==> src/stop_and_wait_arq_relay_core_assert.svh <==
// ----------------------------------------------------------------------------
// Assertion macros for the stop-and-wait ARQ relay core
// Concurrent property wrappers, clocked on the rising edge and disabled
// during reset.
// ----------------------------------------------------------------------------
`ifndef STOP_AND_WAIT_ARQ_RELAY_CORE_ASSERT_SVH
`define STOP_AND_WAIT_ARQ_RELAY_CORE_ASSERT_SVH

// same-cycle implication
`define SWARQ_ASSERT_IMPLY(label, clk, rst_n, ante, cons) \
	label: assert property (@(posedge clk) disable iff (!(rst_n)) (ante) |-> (cons)) \
		else $error("relay core assertion failed");

// next-cycle implication
`define SWARQ_ASSERT_NEXT(label, clk, rst_n, ante, cons) \
	label: assert property (@(posedge clk) disable iff (!(rst_n)) (ante) |=> (cons)) \
		else $error("relay core assertion failed");

`endif

==> src/swarq_pkg.sv <==
// ----------------------------------------------------------------------------
// swarq_pkg
// Codes and types shared by the stop-and-wait ARQ relay core.
// ----------------------------------------------------------------------------
`default_nettype none

package swarq_pkg;

	// routing threshold register
	localparam int THR_W = 17;
	localparam logic [THR_W-1:0] THR_RESET = 17'd32768;

	// input item kinds
	typedef enum logic [1:0] {
		IN_SRC  = 2'd0,
		IN_DATA = 2'd1,
		IN_ACK  = 2'd2,
		IN_NAK  = 2'd3
	} in_kind_t;

	// result item kinds
	typedef enum logic [1:0] {
		OUT_DATA = 2'd0,
		OUT_ACK  = 2'd1,
		OUT_NAK  = 2'd2
	} out_kind_t;

	// result status codes
	typedef enum logic [1:0] {
		ST_OK        = 2'd0,
		ST_BUSY      = 2'd1,
		ST_ACK_EMPTY = 2'd2,
		ST_DROP      = 2'd3
	} status_t;

	// one result slot; tag travels separately
	typedef struct packed {
		out_kind_t kind;
		logic      port;
		status_t   status;
		logic      send;
		logic      mem_tag;   // tag comes from the retransmit store read
	} res_t;

endpackage

`default_nettype wire

==> src/stop_and_wait_arq_relay_core.sv <==
// ----------------------------------------------------------------------------
// stop_and_wait_arq_relay_core
// Two-port stop-and-wait ARQ relay with per-port retransmit queues.
// ----------------------------------------------------------------------------
// An input item is registered, decided combinationally (routing, queue update,
// ACK/NAK answer) and moved into the result register, from which its zero,
// one or two result items leave over the single output channel, one per
// cycle while out_ready is high. An item with results waits for the result
// register to drain; two results are an ACK plus a forwarded or dropped data
// packet. An item with no result (a packet queued behind others, a NAK on an
// empty queue, an ACK that empties its queue) shows nothing. The output
// channel sets the rate. Each port holds a queue of QUEUE_DEPTH tags in a
// shared store with a registered read port; a push onto a full queue is
// dropped and reported. The store needs no initialization: only entries that
// were pushed are ever read. The routing threshold register thr_q is written
// through the cfg channel, which is always ready.
`default_nettype none

module stop_and_wait_arq_relay_core #(
	parameter int QUEUE_DEPTH = 16,
	parameter int TAG_WIDTH   = 16
) (
	input  wire logic                      clk,
	input  wire logic                      arst_n,
	// configuration write
	input  wire logic                      cfg_valid,
	output logic                           cfg_ready,
	input  wire logic [swarq_pkg::THR_W-1:0] cfg_data,
	// input items
	input  wire logic                      in_valid,
	output logic                           in_ready,
	input  wire logic [1:0]                kind,
	input  wire logic                      arrival_port,
	input  wire logic                      bit_error,
	input  wire logic [15:0]               packet_tag,
	input  wire logic [15:0]               random_sample,
	input  wire logic                      busy_port_zero,
	input  wire logic                      busy_port_one,
	// result items
	output logic                           out_valid,
	input  wire logic                      out_ready,
	output logic [1:0]                     out_kind,
	output logic                           out_port,
	output logic [15:0]                    out_tag,
	output logic [1:0]                     status,
	output logic                           send_valid,
	output logic                           last
);

`include "stop_and_wait_arq_relay_core_assert.svh"

	localparam int IW = $clog2(QUEUE_DEPTH);
	localparam int FW = $clog2(QUEUE_DEPTH + 1);
	localparam int AW = IW + 1;
	localparam int MEM_DEPTH = 2 * (1 << IW);
	localparam logic [IW-1:0] LAST_IDX = IW'(QUEUE_DEPTH - 1);
	localparam logic [FW-1:0] FULL_CNT = FW'(QUEUE_DEPTH);
	localparam logic [FW-1:0] ONE_CNT  = FW'(1);

	// configuration register
	logic [swarq_pkg::THR_W-1:0] thr_q;

	// queue pointers, one lane per port
	logic [1:0][IW-1:0] head_q;
	logic [1:0][IW-1:0] tail_q;
	logic [1:0][FW-1:0] fill_q;

	// retransmit store and its read register
	logic [TAG_WIDTH-1:0] store_q [MEM_DEPTH];
	logic [TAG_WIDTH-1:0] mem_rd_q;

	// input register
	logic                  valid_s1;
	swarq_pkg::in_kind_t   kind_s1;
	logic                  port_s1;
	logic                  err_s1;
	logic [15:0]           tag_s1;
	logic [15:0]           sample_s1;
	logic                  busy0_s1;
	logic                  busy1_s1;

	// result register
	logic                  valid_s2;
	logic                  two_s2;
	logic                  idx_q;
	swarq_pkg::res_t       slot0_s2;
	swarq_pkg::res_t       slot1_s2;
	logic [TAG_WIDTH-1:0]  tag0_s2;
	logic [TAG_WIDTH-1:0]  tag1_s2;

	// decision logic signals
	logic                  route_p;
	logic                  act_port;
	logic [IW-1:0]         act_head;
	logic [IW-1:0]         act_tail;
	logic [FW-1:0]         act_fill;
	logic [IW-1:0]         next_head;
	logic [IW-1:0]         next_tail;
	logic                  act_busy;
	logic                  act_full;
	logic                  act_empty;
	logic [TAG_WIDTH+15:0] in_tag_ext;
	logic [TAG_WIDTH-1:0]  in_tag;
	logic                  rt_push;
	logic                  rt_emit;
	swarq_pkg::res_t       rt_res;
	swarq_pkg::res_t       hd_res;

	logic                  any_n;
	logic                  two_n;
	swarq_pkg::res_t       slot0_n;
	swarq_pkg::res_t       slot1_n;
	logic [TAG_WIDTH-1:0]  tag0_n;
	logic [TAG_WIDTH-1:0]  tag1_n;
	logic                  push;
	logic                  pop;
	logic                  rd_en;
	logic [IW-1:0]         rd_idx;

	// handshake signals
	logic                  out_fire;
	logic                  s2_free;
	logic                  s1_go;
	logic                  load_s2;
	swarq_pkg::res_t       sel_res;
	logic [TAG_WIDTH-1:0]  sel_tag;
	logic [TAG_WIDTH+15:0] out_tag_ext;

	// routing and queue view of the port this item acts on
	assign route_p   = ({1'b0, sample_s1} < thr_q) ? 1'b0 : 1'b1;
	assign act_port  = (kind_s1 == swarq_pkg::IN_SRC || kind_s1 == swarq_pkg::IN_DATA)
		? route_p : port_s1;
	assign act_head  = head_q[act_port];
	assign act_tail  = tail_q[act_port];
	assign act_fill  = fill_q[act_port];
	assign next_head = (act_head == LAST_IDX) ? '0 : act_head + IW'(1);
	assign next_tail = (act_tail == LAST_IDX) ? '0 : act_tail + IW'(1);
	assign act_busy  = act_port ? busy1_s1 : busy0_s1;
	assign act_full  = (act_fill == FULL_CNT);
	assign act_empty = (act_fill == '0);

	assign in_tag_ext = {{TAG_WIDTH{1'b0}}, tag_s1};
	assign in_tag     = in_tag_ext[TAG_WIDTH-1:0];

	// result for a new packet routed to a queue
	always_comb begin
		rt_push = 1'b0;
		rt_emit = 1'b0;
		rt_res  = '{kind: swarq_pkg::OUT_DATA, port: act_port, status: swarq_pkg::ST_DROP,
			send: 1'b0, mem_tag: 1'b0};
		if (act_full) begin
			rt_emit = 1'b1;
		end else begin
			rt_push = 1'b1;
			rt_emit = act_empty;
			rt_res.status = act_busy ? swarq_pkg::ST_BUSY : swarq_pkg::ST_OK;
			rt_res.send   = !act_busy;
		end
	end

	// data send of the queue head, tag from the store
	assign hd_res = '{kind: swarq_pkg::OUT_DATA, port: act_port,
		status: act_busy ? swarq_pkg::ST_BUSY : swarq_pkg::ST_OK,
		send: !act_busy, mem_tag: 1'b1};

	// per-kind decision
	always_comb begin
		any_n   = 1'b0;
		two_n   = 1'b0;
		slot0_n = '0;
		slot1_n = '0;
		tag0_n  = '0;
		tag1_n  = '0;
		push    = 1'b0;
		pop     = 1'b0;
		rd_en   = 1'b0;
		rd_idx  = act_head;
		unique case (kind_s1)
			swarq_pkg::IN_SRC: begin
				push    = rt_push;
				any_n   = rt_emit;
				slot0_n = rt_res;
				tag0_n  = in_tag;
			end
			swarq_pkg::IN_DATA: begin
				any_n = 1'b1;
				if (err_s1) begin
					slot0_n = '{kind: swarq_pkg::OUT_NAK, port: port_s1,
						status: swarq_pkg::ST_OK, send: 1'b1, mem_tag: 1'b0};
				end else begin
					slot0_n = '{kind: swarq_pkg::OUT_ACK, port: port_s1,
						status: swarq_pkg::ST_OK, send: 1'b1, mem_tag: 1'b0};
					push    = rt_push;
					two_n   = rt_emit;
					slot1_n = rt_res;
					tag1_n  = in_tag;
				end
			end
			swarq_pkg::IN_ACK: begin
				if (act_empty) begin
					any_n   = 1'b1;
					slot0_n = '{kind: swarq_pkg::OUT_ACK, port: port_s1,
						status: swarq_pkg::ST_ACK_EMPTY, send: 1'b0, mem_tag: 1'b0};
				end else begin
					pop = 1'b1;
					if (act_fill != ONE_CNT) begin
						any_n   = 1'b1;
						slot0_n = hd_res;
						rd_en   = 1'b1;
						rd_idx  = next_head;
					end
				end
			end
			swarq_pkg::IN_NAK: begin
				if (!act_empty) begin
					any_n   = 1'b1;
					slot0_n = hd_res;
					rd_en   = 1'b1;
				end
			end
			default: begin
				any_n = 1'b0;
			end
		endcase
	end

	// flow control
	assign out_valid = valid_s2;
	assign last      = !two_s2 || idx_q;
	assign out_fire  = out_valid && out_ready;
	assign s2_free   = !valid_s2 || (out_fire && last);
	assign s1_go     = valid_s1 && (!any_n || s2_free);
	assign load_s2   = s1_go && any_n;
	assign in_ready  = !valid_s1 || s1_go;
	assign cfg_ready = 1'b1;

	// output selection
	assign sel_res     = idx_q ? slot1_s2 : slot0_s2;
	assign sel_tag     = sel_res.mem_tag ? mem_rd_q : (idx_q ? tag1_s2 : tag0_s2);
	assign out_tag_ext = {16'b0, sel_tag};
	assign out_kind    = sel_res.kind;
	assign out_port    = sel_res.port;
	assign status      = sel_res.status;
	assign send_valid  = sel_res.send;
	assign out_tag     = out_tag_ext[15:0];

	// configuration register
	always_ff @(posedge clk or negedge arst_n) begin
		if (!arst_n) begin
			thr_q <= swarq_pkg::THR_RESET;
		end else if (cfg_valid && cfg_ready) begin
			thr_q <= cfg_data;
		end
	end

	// input register
	always_ff @(posedge clk or negedge arst_n) begin
		if (!arst_n) begin
			valid_s1 <= 1'b0;
		end else if (in_ready) begin
			valid_s1 <= in_valid;
		end
	end

	always_ff @(posedge clk) begin
		if (in_valid && in_ready) begin
			kind_s1   <= swarq_pkg::in_kind_t'(kind);
			port_s1   <= arrival_port;
			err_s1    <= bit_error;
			tag_s1    <= packet_tag;
			sample_s1 <= random_sample;
			busy0_s1  <= busy_port_zero;
			busy1_s1  <= busy_port_one;
		end
	end

	// queue pointers
	always_ff @(posedge clk or negedge arst_n) begin
		if (!arst_n) begin
			head_q <= '0;
			tail_q <= '0;
			fill_q <= '0;
		end else if (s1_go) begin
			if (push) begin
				tail_q[act_port] <= next_tail;
				fill_q[act_port] <= act_fill + ONE_CNT;
			end
			if (pop) begin
				head_q[act_port] <= next_head;
				fill_q[act_port] <= act_fill - ONE_CNT;
			end
		end
	end

	// retransmit store: one write, one registered read
	always_ff @(posedge clk) begin
		if (s1_go && push) begin
			store_q[AW'({act_port, act_tail})] <= in_tag;
		end
		if (load_s2 && rd_en) begin
			mem_rd_q <= store_q[AW'({act_port, rd_idx})];
		end
	end

	// result register control
	always_ff @(posedge clk or negedge arst_n) begin
		if (!arst_n) begin
			valid_s2 <= 1'b0;
			two_s2   <= 1'b0;
			idx_q    <= 1'b0;
		end else begin
			if (load_s2) begin
				valid_s2 <= 1'b1;
				two_s2   <= two_n;
				idx_q    <= 1'b0;
			end else if (out_fire) begin
				if (last) begin
					valid_s2 <= 1'b0;
					idx_q    <= 1'b0;
				end else begin
					idx_q <= 1'b1;
				end
			end
		end
	end

	// result payload
	always_ff @(posedge clk) begin
		if (load_s2) begin
			slot0_s2 <= slot0_n;
			slot1_s2 <= slot1_n;
			tag0_s2  <= tag0_n;
			tag1_s2  <= tag1_n;
		end
	end

	// checks
	`SWARQ_ASSERT_NEXT(a_second_follows, clk, arst_n, out_fire && !last, out_valid && last)
	`SWARQ_ASSERT_IMPLY(a_no_push_full, clk, arst_n, s1_go && push, act_fill != FULL_CNT)
	`SWARQ_ASSERT_IMPLY(a_send_is_ok, clk, arst_n, out_valid && send_valid,
		status == swarq_pkg::ST_OK)
	`SWARQ_ASSERT_IMPLY(a_no_pop_empty, clk, arst_n, s1_go && pop, act_fill != '0)

endmodule

`default_nettype wire
==> config.mk <==
export PLATFORM = sky130hd
export DESIGN_NAME = stop_and_wait_arq_relay_core
export DESIGN_NICKNAME = d
export VERILOG_FILES = /design/src/swarq_pkg.sv /design/src/stop_and_wait_arq_relay_core.sv
export VERILOG_INCLUDE_DIRS = /design/src /design/src/src
export SDC_FILE = /design/constraint.sdc
export NUM_CORES = 1
export LEC_CHECK = 0
export BUFFER_PORTS_ARGS = -buffer_cell sky130_fd_sc_hd__buf_2
export CORE_MARGIN = 10
export CORE_UTILIZATION = 29
export DETAILED_ROUTE_END_ITERATION = 6
export PLACE_DENSITY = 0.5
export RECOVER_POWER = 25
export SYNTH_ARGS = -nofsm -noshare
export SYNTH_HDL_FRONTEND = slang
export SYNTH_SLANG_ARGS = --single-unit
==> constraint.sdc <==
create_clock -name clk -period 6.84 [get_ports clk]
set_input_delay 0.684 -clock clk [delete_from_list [all_inputs] [get_ports clk]]
set_output_delay 0.684 -clock clk [all_outputs]
set_load 0.01 [all_outputs]
## Yosys cells after proc, flatten, opt, wreduce, memory -nomap -nowiden

Memory sizes are Yosys's and may differ from the RTL's. A register that Yosys moved wholly into a read port is not among the register bits.
Cells that the tools add are included.

- $add $sub $neg: 4
- Order comparisons: 3
- Equality and inequality tests: 7
- Muxes and demuxes: 56
- Bitwise gates (word level): 1
- Reductions and logical operators: 26

Operator list:

| operator | count |
|---|---|
| 4-bit 2-to-1 mux | 10 |
| 16-bit 2-to-1 mux | 2 |
| 10-bit 2-to-1 mux | 3 |
| 7-bit one-hot mux with 4 select lines | 1 |
| 5-bit 2-to-1 mux | 5 |
| 1-bit 2-to-1 mux | 22 |
| 10-bit bitwise mux | 2 |
| 16-bit by 17-bit less-than comparator with 1-bit output | 1 |
| 8-bit bitwise mux | 2 |
| 7-bit 2-to-1 mux | 2 |
| 4-bit by 1-bit adder with 4-bit output (second input constant) | 2 |
| 4-bit equality test (second input constant) | 2 |
| 1-bit logical AND | 8 |
| 6-bit 2-to-1 mux | 1 |
| 2-bit AND reduction | 3 |
| 5-bit by 1-bit adder with 5-bit output (second input constant) | 1 |
| 5-bit demux with 1-bit select | 1 |
| 5-bit equality test (second input constant) | 1 |
| 1-bit logical NOT | 5 |
| 5-bit logical NOT | 1 |
| 1-bit logical OR | 5 |
| 5-bit by 1-bit != test with 1-bit output (second input constant) | 1 |
| 5-bit by 1-bit subtractor with 5-bit output (second input constant) | 1 |
| 4-bit demux with 1-bit select | 1 |
| 11 further kinds | 14 |

- Register bits: 131
- Bits in writable memories: 512
- Output and inout port bits: 26
- Word-level logic and storage cells: 128
- Memories: 1

Memories:

| memory | words | bits a word | rd ports | clocked after memory_dff | wr ports | RTL line | source |
|---|---|---|---|---|---|---|---|
| store_q | 32 | 16 | 1 | 1 | 1 | stop_and_wait_arq_relay_core.sv:69 | `logic [TAG_WIDTH-1:0] store_q [MEM_DEPTH];` |

## Logic depth before layout (Yosys ltp)

- Word-level depth: 15
- Mapped depth: 22
- Gate-level depth less buffers: 18

## Worst setup path after synthesis

Ideal clock, no wire load.

- Path kind: flip-flop to flip-flop
- From: reg thr_q[15] in the netlist's numbering
- To: reg slot0_s2[0] in the netlist's numbering, enable pin
- Data arrival time: 5.274 ns
- Setup slack: 1.122 ns
- Stages on the path, launching flop included: 18
- Path buffers: 3
- Cells stage by stage: dfstp_2 -> inv_1 -> ha_1 -> nand4b_4 -> nor3_4 -> o211ai_2 -> a32oi_4 -> buf_6 -> buf_2 -> mux2i_1 -> ha_1 -> clkbuf_1 -> nor3b_1 -> a31oi_1 -> nor2_1 -> nor2_1 -> nand2_1 -> nor2_1

- Longest elaborated chain between the ends: 13

Ends and longest elaborated chain:

| item | RTL line | source |
|---|---|---|
| start, declared | stop_and_wait_arq_relay_core.sv:61 | `logic [swarq_pkg::THR_W-1:0] thr_q;` |
| start signal, assigned | stop_and_wait_arq_relay_core.sv:250 | `thr_q <= swarq_pkg::THR_RESET;` |
| start signal, assigned | stop_and_wait_arq_relay_core.sv:252 | `thr_q <= cfg_data;` |
| 16-bit by 17-bit less-than comparator with 1-bit output * | stop_and_wait_arq_relay_core.sv:130 | `assign route_p = ({1'b0, sample_s1} < thr_q) ? 1'b0 : 1'b1;` |
| 1-bit 2-to-1 mux * | stop_and_wait_arq_relay_core.sv:130 |  |
| 1-bit 2-to-1 mux * | stop_and_wait_arq_relay_core.sv:132 | `? route_p : port_s1;` |
| 5-bit 2-to-1 mux (not written as such) * (2 in a row) | stop_and_wait_arq_relay_core.sv:135 | `assign act_fill = fill_q[act_port];` |
| 5-bit by 1-bit != test with 1-bit output | stop_and_wait_arq_relay_core.sv:206 | `if (act_fill != ONE_CNT) begin` |
| 1-bit 2-to-1 mux | stop_and_wait_arq_relay_core.sv:206 |  |
| 1-bit 2-to-1 mux | stop_and_wait_arq_relay_core.sv:200 | `if (act_empty) begin` |
| 1-bit one-hot mux with 4 select lines * | stop_and_wait_arq_relay_core.sv:178 | `unique case (kind_s1)` |
| 1-bit logical NOT | stop_and_wait_arq_relay_core.sv:232 | `assign s1_go = valid_s1 && (!any_n \|\| s2_free);` |
| 1-bit logical OR | stop_and_wait_arq_relay_core.sv:232 |  |
| 1-bit logical AND | stop_and_wait_arq_relay_core.sv:232 |  |
| 1-bit logical AND * | stop_and_wait_arq_relay_core.sv:233 | `assign load_s2 = s1_go && any_n;` |
| named net load_s2 | stop_and_wait_arq_relay_core.sv:124 | `logic load_s2;` |
| end signal, assigned | stop_and_wait_arq_relay_core.sv:330 | `slot0_s2 <= slot0_n;` |
| end, declared | stop_and_wait_arq_relay_core.sv:86 | `swarq_pkg::res_t slot0_s2;` |

The timed path passes the listed nets; every way through them passes the cells marked *. The select of a mux whose other input is x is not followed.
A chain may end at the register's enable or synchronous reset.

## Final worst setup path

- From: reg thr_q[15] in the netlist's numbering
- To: reg mem_rd_q[3], read port of store_q (data pin)

- Longest elaborated chain between the ends: 14

Ends and longest elaborated chain:

| item | RTL line | source |
|---|---|---|
| 16-bit by 17-bit less-than comparator with 1-bit output * | stop_and_wait_arq_relay_core.sv:130 |  |
| 1-bit 2-to-1 mux * | stop_and_wait_arq_relay_core.sv:130 |  |
| 1-bit 2-to-1 mux * | stop_and_wait_arq_relay_core.sv:132 |  |
| 5-bit 2-to-1 mux (not written as such) (2 in a row) | stop_and_wait_arq_relay_core.sv:135 |  |
| 5-bit by 1-bit != test with 1-bit output | stop_and_wait_arq_relay_core.sv:206 |  |
| 1-bit 2-to-1 mux | stop_and_wait_arq_relay_core.sv:206 |  |
| 1-bit 2-to-1 mux | stop_and_wait_arq_relay_core.sv:200 |  |
| 1-bit one-hot mux with 4 select lines | stop_and_wait_arq_relay_core.sv:178 |  |
| 1-bit logical NOT | stop_and_wait_arq_relay_core.sv:232 |  |
| 1-bit logical OR | stop_and_wait_arq_relay_core.sv:232 |  |
| 1-bit logical AND | stop_and_wait_arq_relay_core.sv:232 |  |
| 1-bit logical AND | stop_and_wait_arq_relay_core.sv:233 |  |
| 1-bit logical AND | stop_and_wait_arq_relay_core.sv:300 | `if (load_s2 && rd_en) begin` |
| end, declared | stop_and_wait_arq_relay_core.sv:70 | `logic [TAG_WIDTH-1:0] mem_rd_q;` |

Mark *: on every way between the ends. The rest lies on a longest branch, timed or not. The select of a mux whose other input is x is not followed.

==> results by group <==
STA
  • Achievable Freq: ~0.17 GHz
  • Min Clock Period, post-route: 5.91 ns
  • Clk_skew: 0.0280 ns
  • Final hold vios: 0
  • Setup TNS: 0 ns
  • Unrepaired setup endpoints after global routing: false
  • Post-route setup slack: between 0.9 and 1 ns
  • Final setup violation count: 0
  • Slew Limit Fails: 469
  • Worst Tran Pin Value: between 2 and 3 ns
  • Period utilization: 0.864
  • Slew Limit Headroom: -0.853

Critical path
  • CP arrival: between 6 and 7 ns
  • Crit Path Category: reg -> reg
  • CP Capture Point: mem_rd_q[3]$_DFFE_PP_
  • Crit. End Element: flop
  • Crit start category: flop
  • Worst R2R Start: thr_q[15]$_DFFE_PN1P_
  • Launch point of the worst path: thr_q[15]$_DFFE_PN1P_
  • Flop-to-flop setup slack: around 0.93 ns
  • WP data required: 7.14 ns
  • Reg-to-Reg End: mem_rd_q[3]$_DFFE_PP_
  • Reg2Reg Depth: 16
  • CP max FO: 32

Clock tree
  • Post-CTS sizing: 0
  • Worst-path clk slew: around 0.06 ns
  • Clock net sink count: 656
  • # Post-CTS Setup Buffers: 0
  • Clk_lat worst skew: between 0.6 and 0.7 ns
  • Num CTS Buffers: 74
  • CTS tree: built
  • Longest Clk Path Bufs: 3
  • Root Buffer: clkbuf_16
  • Hold_buf cts: 0
  • H-Tree Depth: 3

Layout
  • Finished layout cell area: 30900 µm²
  • Nets: about 2100
  • Area used by multi-input combinational logic: about 6600 µm²
  • Layout cells sized above 1: 0.140
  • Syn-to-layout area delta: 16.2%
  • Fill count: between 8000 and 9000
  • Post-layout util: 0.339
  • Flip-flop and latch area: between 15000 and 20000 µm²

Synth
  • Number of synthesized flops with an enable pin: between 600 and 700
  • Leading area contributor after synthesis: edfxtp_1
  • Primary FF master, synth: edfxtp_1
  • Commonest cells in the netlist: edfxtp_1 (609), nand2_1 (450), nand3_1 (137)
  • Average size of a mapped cell: 14.0 µm²
  • Synth Instances: 1904
  • Fraction of the yosys area taken by sequential cells: 0.731
  • Mapped Area: 26600 µm²
  • Top cells by area, synth: edfxtp_1 (69%), nand2_1 (6.3%), dfrtp_1 (4.3%)
  • Yosys cell types: 66
  • Syn Nets: ~2000
  • Synth warn: 0
  • Flops & latches, synth: 656
  • Ys async rst share: 0.0716
  • Most common cell in the netlist: edfxtp_1
  • Synth top area share: 0.687

Die
  • Die X: around 320 µm
  • Std-Cell Rows: around 110
  • Die Height: 323 µm
  • Boundary Pins: 86
  • Die ar.: 104000 µm²
  • Core ar.: a little over 90000 µm²
  • Initial Util: 0.291

Global routing
  • Remaining global-route overflow: 0
  • Largest net degree at the start of global routing: 74
  • Number of global-route vias before repair: around 16000
  • Initial antenna violation count: 3
  • GRT Total Usage: 0.141
  • First-pass GRT wire length: between 100000 and 150000 µm

Routing
  • DRT iter0 DRCs: approximately 1300
  • Total iterations of the first detailed-routing run: 5
  • Remaining antenna violation count: 0
  • Via/cell ratio: ~5
  • Post-Route M1 WL: 32600 µm
  • Met3 wire len: ~3900 µm
  • DRC Markers: 0
  • DR WL/cell: 22.5 µm
  • Highest Signal Layer: met5
  • Vias post-DR: around 16000
  • WL met2: about 36000 µm
  • Final WL: between 70000 and 80000 µm

Hold path
  • Worst Hold Class: in -> reg

Placed design
  • Area after DPL: between 20000 and 30000 µm²
  • Dpl ws: around 0.88 ns
  • IO buf count: 84
  • Post-DP HPWL: 45800 µm
  • Routability cong.: ~0.82

Power
  • Worst vdd ir: roughly 0.00029 V
  • Static leakage: around 11 nW
  • Pwr dens: roughly 400 nW/µm²
  • Total power: around 12 mW

Job
  • Max_cap viols: 13

Outcome
  • Status: finished, violations left
  • Failing checks: capacitance limit, slew limit
power by group:
| part | switching, mW | internal (mW) | leakage, nW |
|---|---|---|---|
| sequential | 0.152 | 4.69 | 6.10 |
| combinational | 2.52 | 1.15 | 3.30 |
| clock | 1.56 | 2.22 | 1.12 |
| total | 4.23 | 8.06 | 10.5 |
routing by layer:
| metal | up-vias | GRT usage |
|---|---|---|
| met1 | 8161 | 0.187 |
| met2 | 444 | 0.234 |
| met3 | 103 | 0.0231 |
| met5 | - | 0 |
| li1 | 7364 | - |
| met4 | 2 | 0.0437 |
kinds of logic after synthesis:
group,count (synthesis),share of synthesized area
buffers and inverters,130,0.0221
xor gates and xnor gates,18,0.00662
DFF,656,0.731
other,1,0.000141
adders and majority gates,23,0.0108
and+or+nand+nor,736,0.123
AOI/OAI and AO/OA,221,0.0595
muxes,119,0.0473
registers in the layout, summed over array words and instances, names as in the netlist, named ones only:
register and count:
tag0_s2 16, tag1_s2 16, fill_q 8, thr_q 17
mem_rd_q 16, store_q 512, busy0_s1 1, tail_q 8
two_s2 1, busy1_s1 1, err_s1 1, slot1_s2 4
idx_q 1, out_valid 1, valid_s1 1, head_q 8
slot0_s2 7, in_tag 16, kind_s1 2, sample_s1 16
port_s1 1
layout make-up:
cell class	count	share of cell area
clock inverter	40	0.0105
clock buffer	91	0.0633
antenna	1	0.0000809
multi-input combinational	1118	0.214
sequential	656	0.629
inverter	29	0.00368
tap	1186	0.0479
timing repair buffer	159	0.0317
stage by stage:
| step | instances | hold slack (ns) |
|---|---|---|
| 2_1_floorplan | 1904 | 0.388 |
| 3_3_place_gp | 3148 | 0.468 |
| 3_5_place_dp | 3148 | 0.461 |
| 4_1_cts | 3279 | 0.196 |
| 5_1_grt | 3279 | 0.238 |
| 6_report | 3280 | 0.256 |
cells in the final DEF (no fill, tap or decap), drive strengths merged, types with 2 or more instances in the layout:
cell type	n
bufinv	5
nand3	137
a211oi	4
nand2b	3
and2	35
mux2i	96
nand2	451
nor3b	2
a32oi	64
o211ai	2
mux2	21
edfxtp	609
o21ai	48
o22ai	2
ha	23
a22o	3
or3	4
xor2	4
o31ai	3
a31oi	68
dfrtp	46
nor2b	2
xnor2	14
clkinv	34
inv	30
or2	5
a31o	2
o21a	2
clkbuf	117
mux4	2
nor2	58
a21oi	13
nor4	18
nor3	17
buf	133
worst min-delay path by stage:
stage | from | endpoint | slack [ns] | cells after the start
2_1_floorplan | arst_n | async pin | 0.39 | 0
5_1_grt | arrival_port | port_s1$_DFFE_PP_ | 0.24 | 1
3_5_place_dp | flop | flop | 0.46 | 1
4_1_cts | arst_n | thr_q[1]$_DFFE_PN0P_ | 0.20 | 2
6_report | random_sample[5] | sample_s1[5]$_DFFE_PP_ | 0.26 | 1
3_3_place_gp | flop | flop | 0.47 | 1
worst max-delay path: stages (launching register included):
cell and delay, ns:
dfstp_2 0.52, inv_1 0.04, ha_1 0.34, nand4b_4 0.14, nor3_4 0.24, o211ai_2 0.15, a32oi_4 0.31, buf_4 0.47
mux2i_4 0.47, clkinv_4 0.14, ha_1 0.34, xnor2_4 0.22, o31ai_4 0.75, buf_4 0.53, nand3_1 0.14, a31oi_1 0.72
nor4_2 0.05
(Power assumes the default switching activity.)
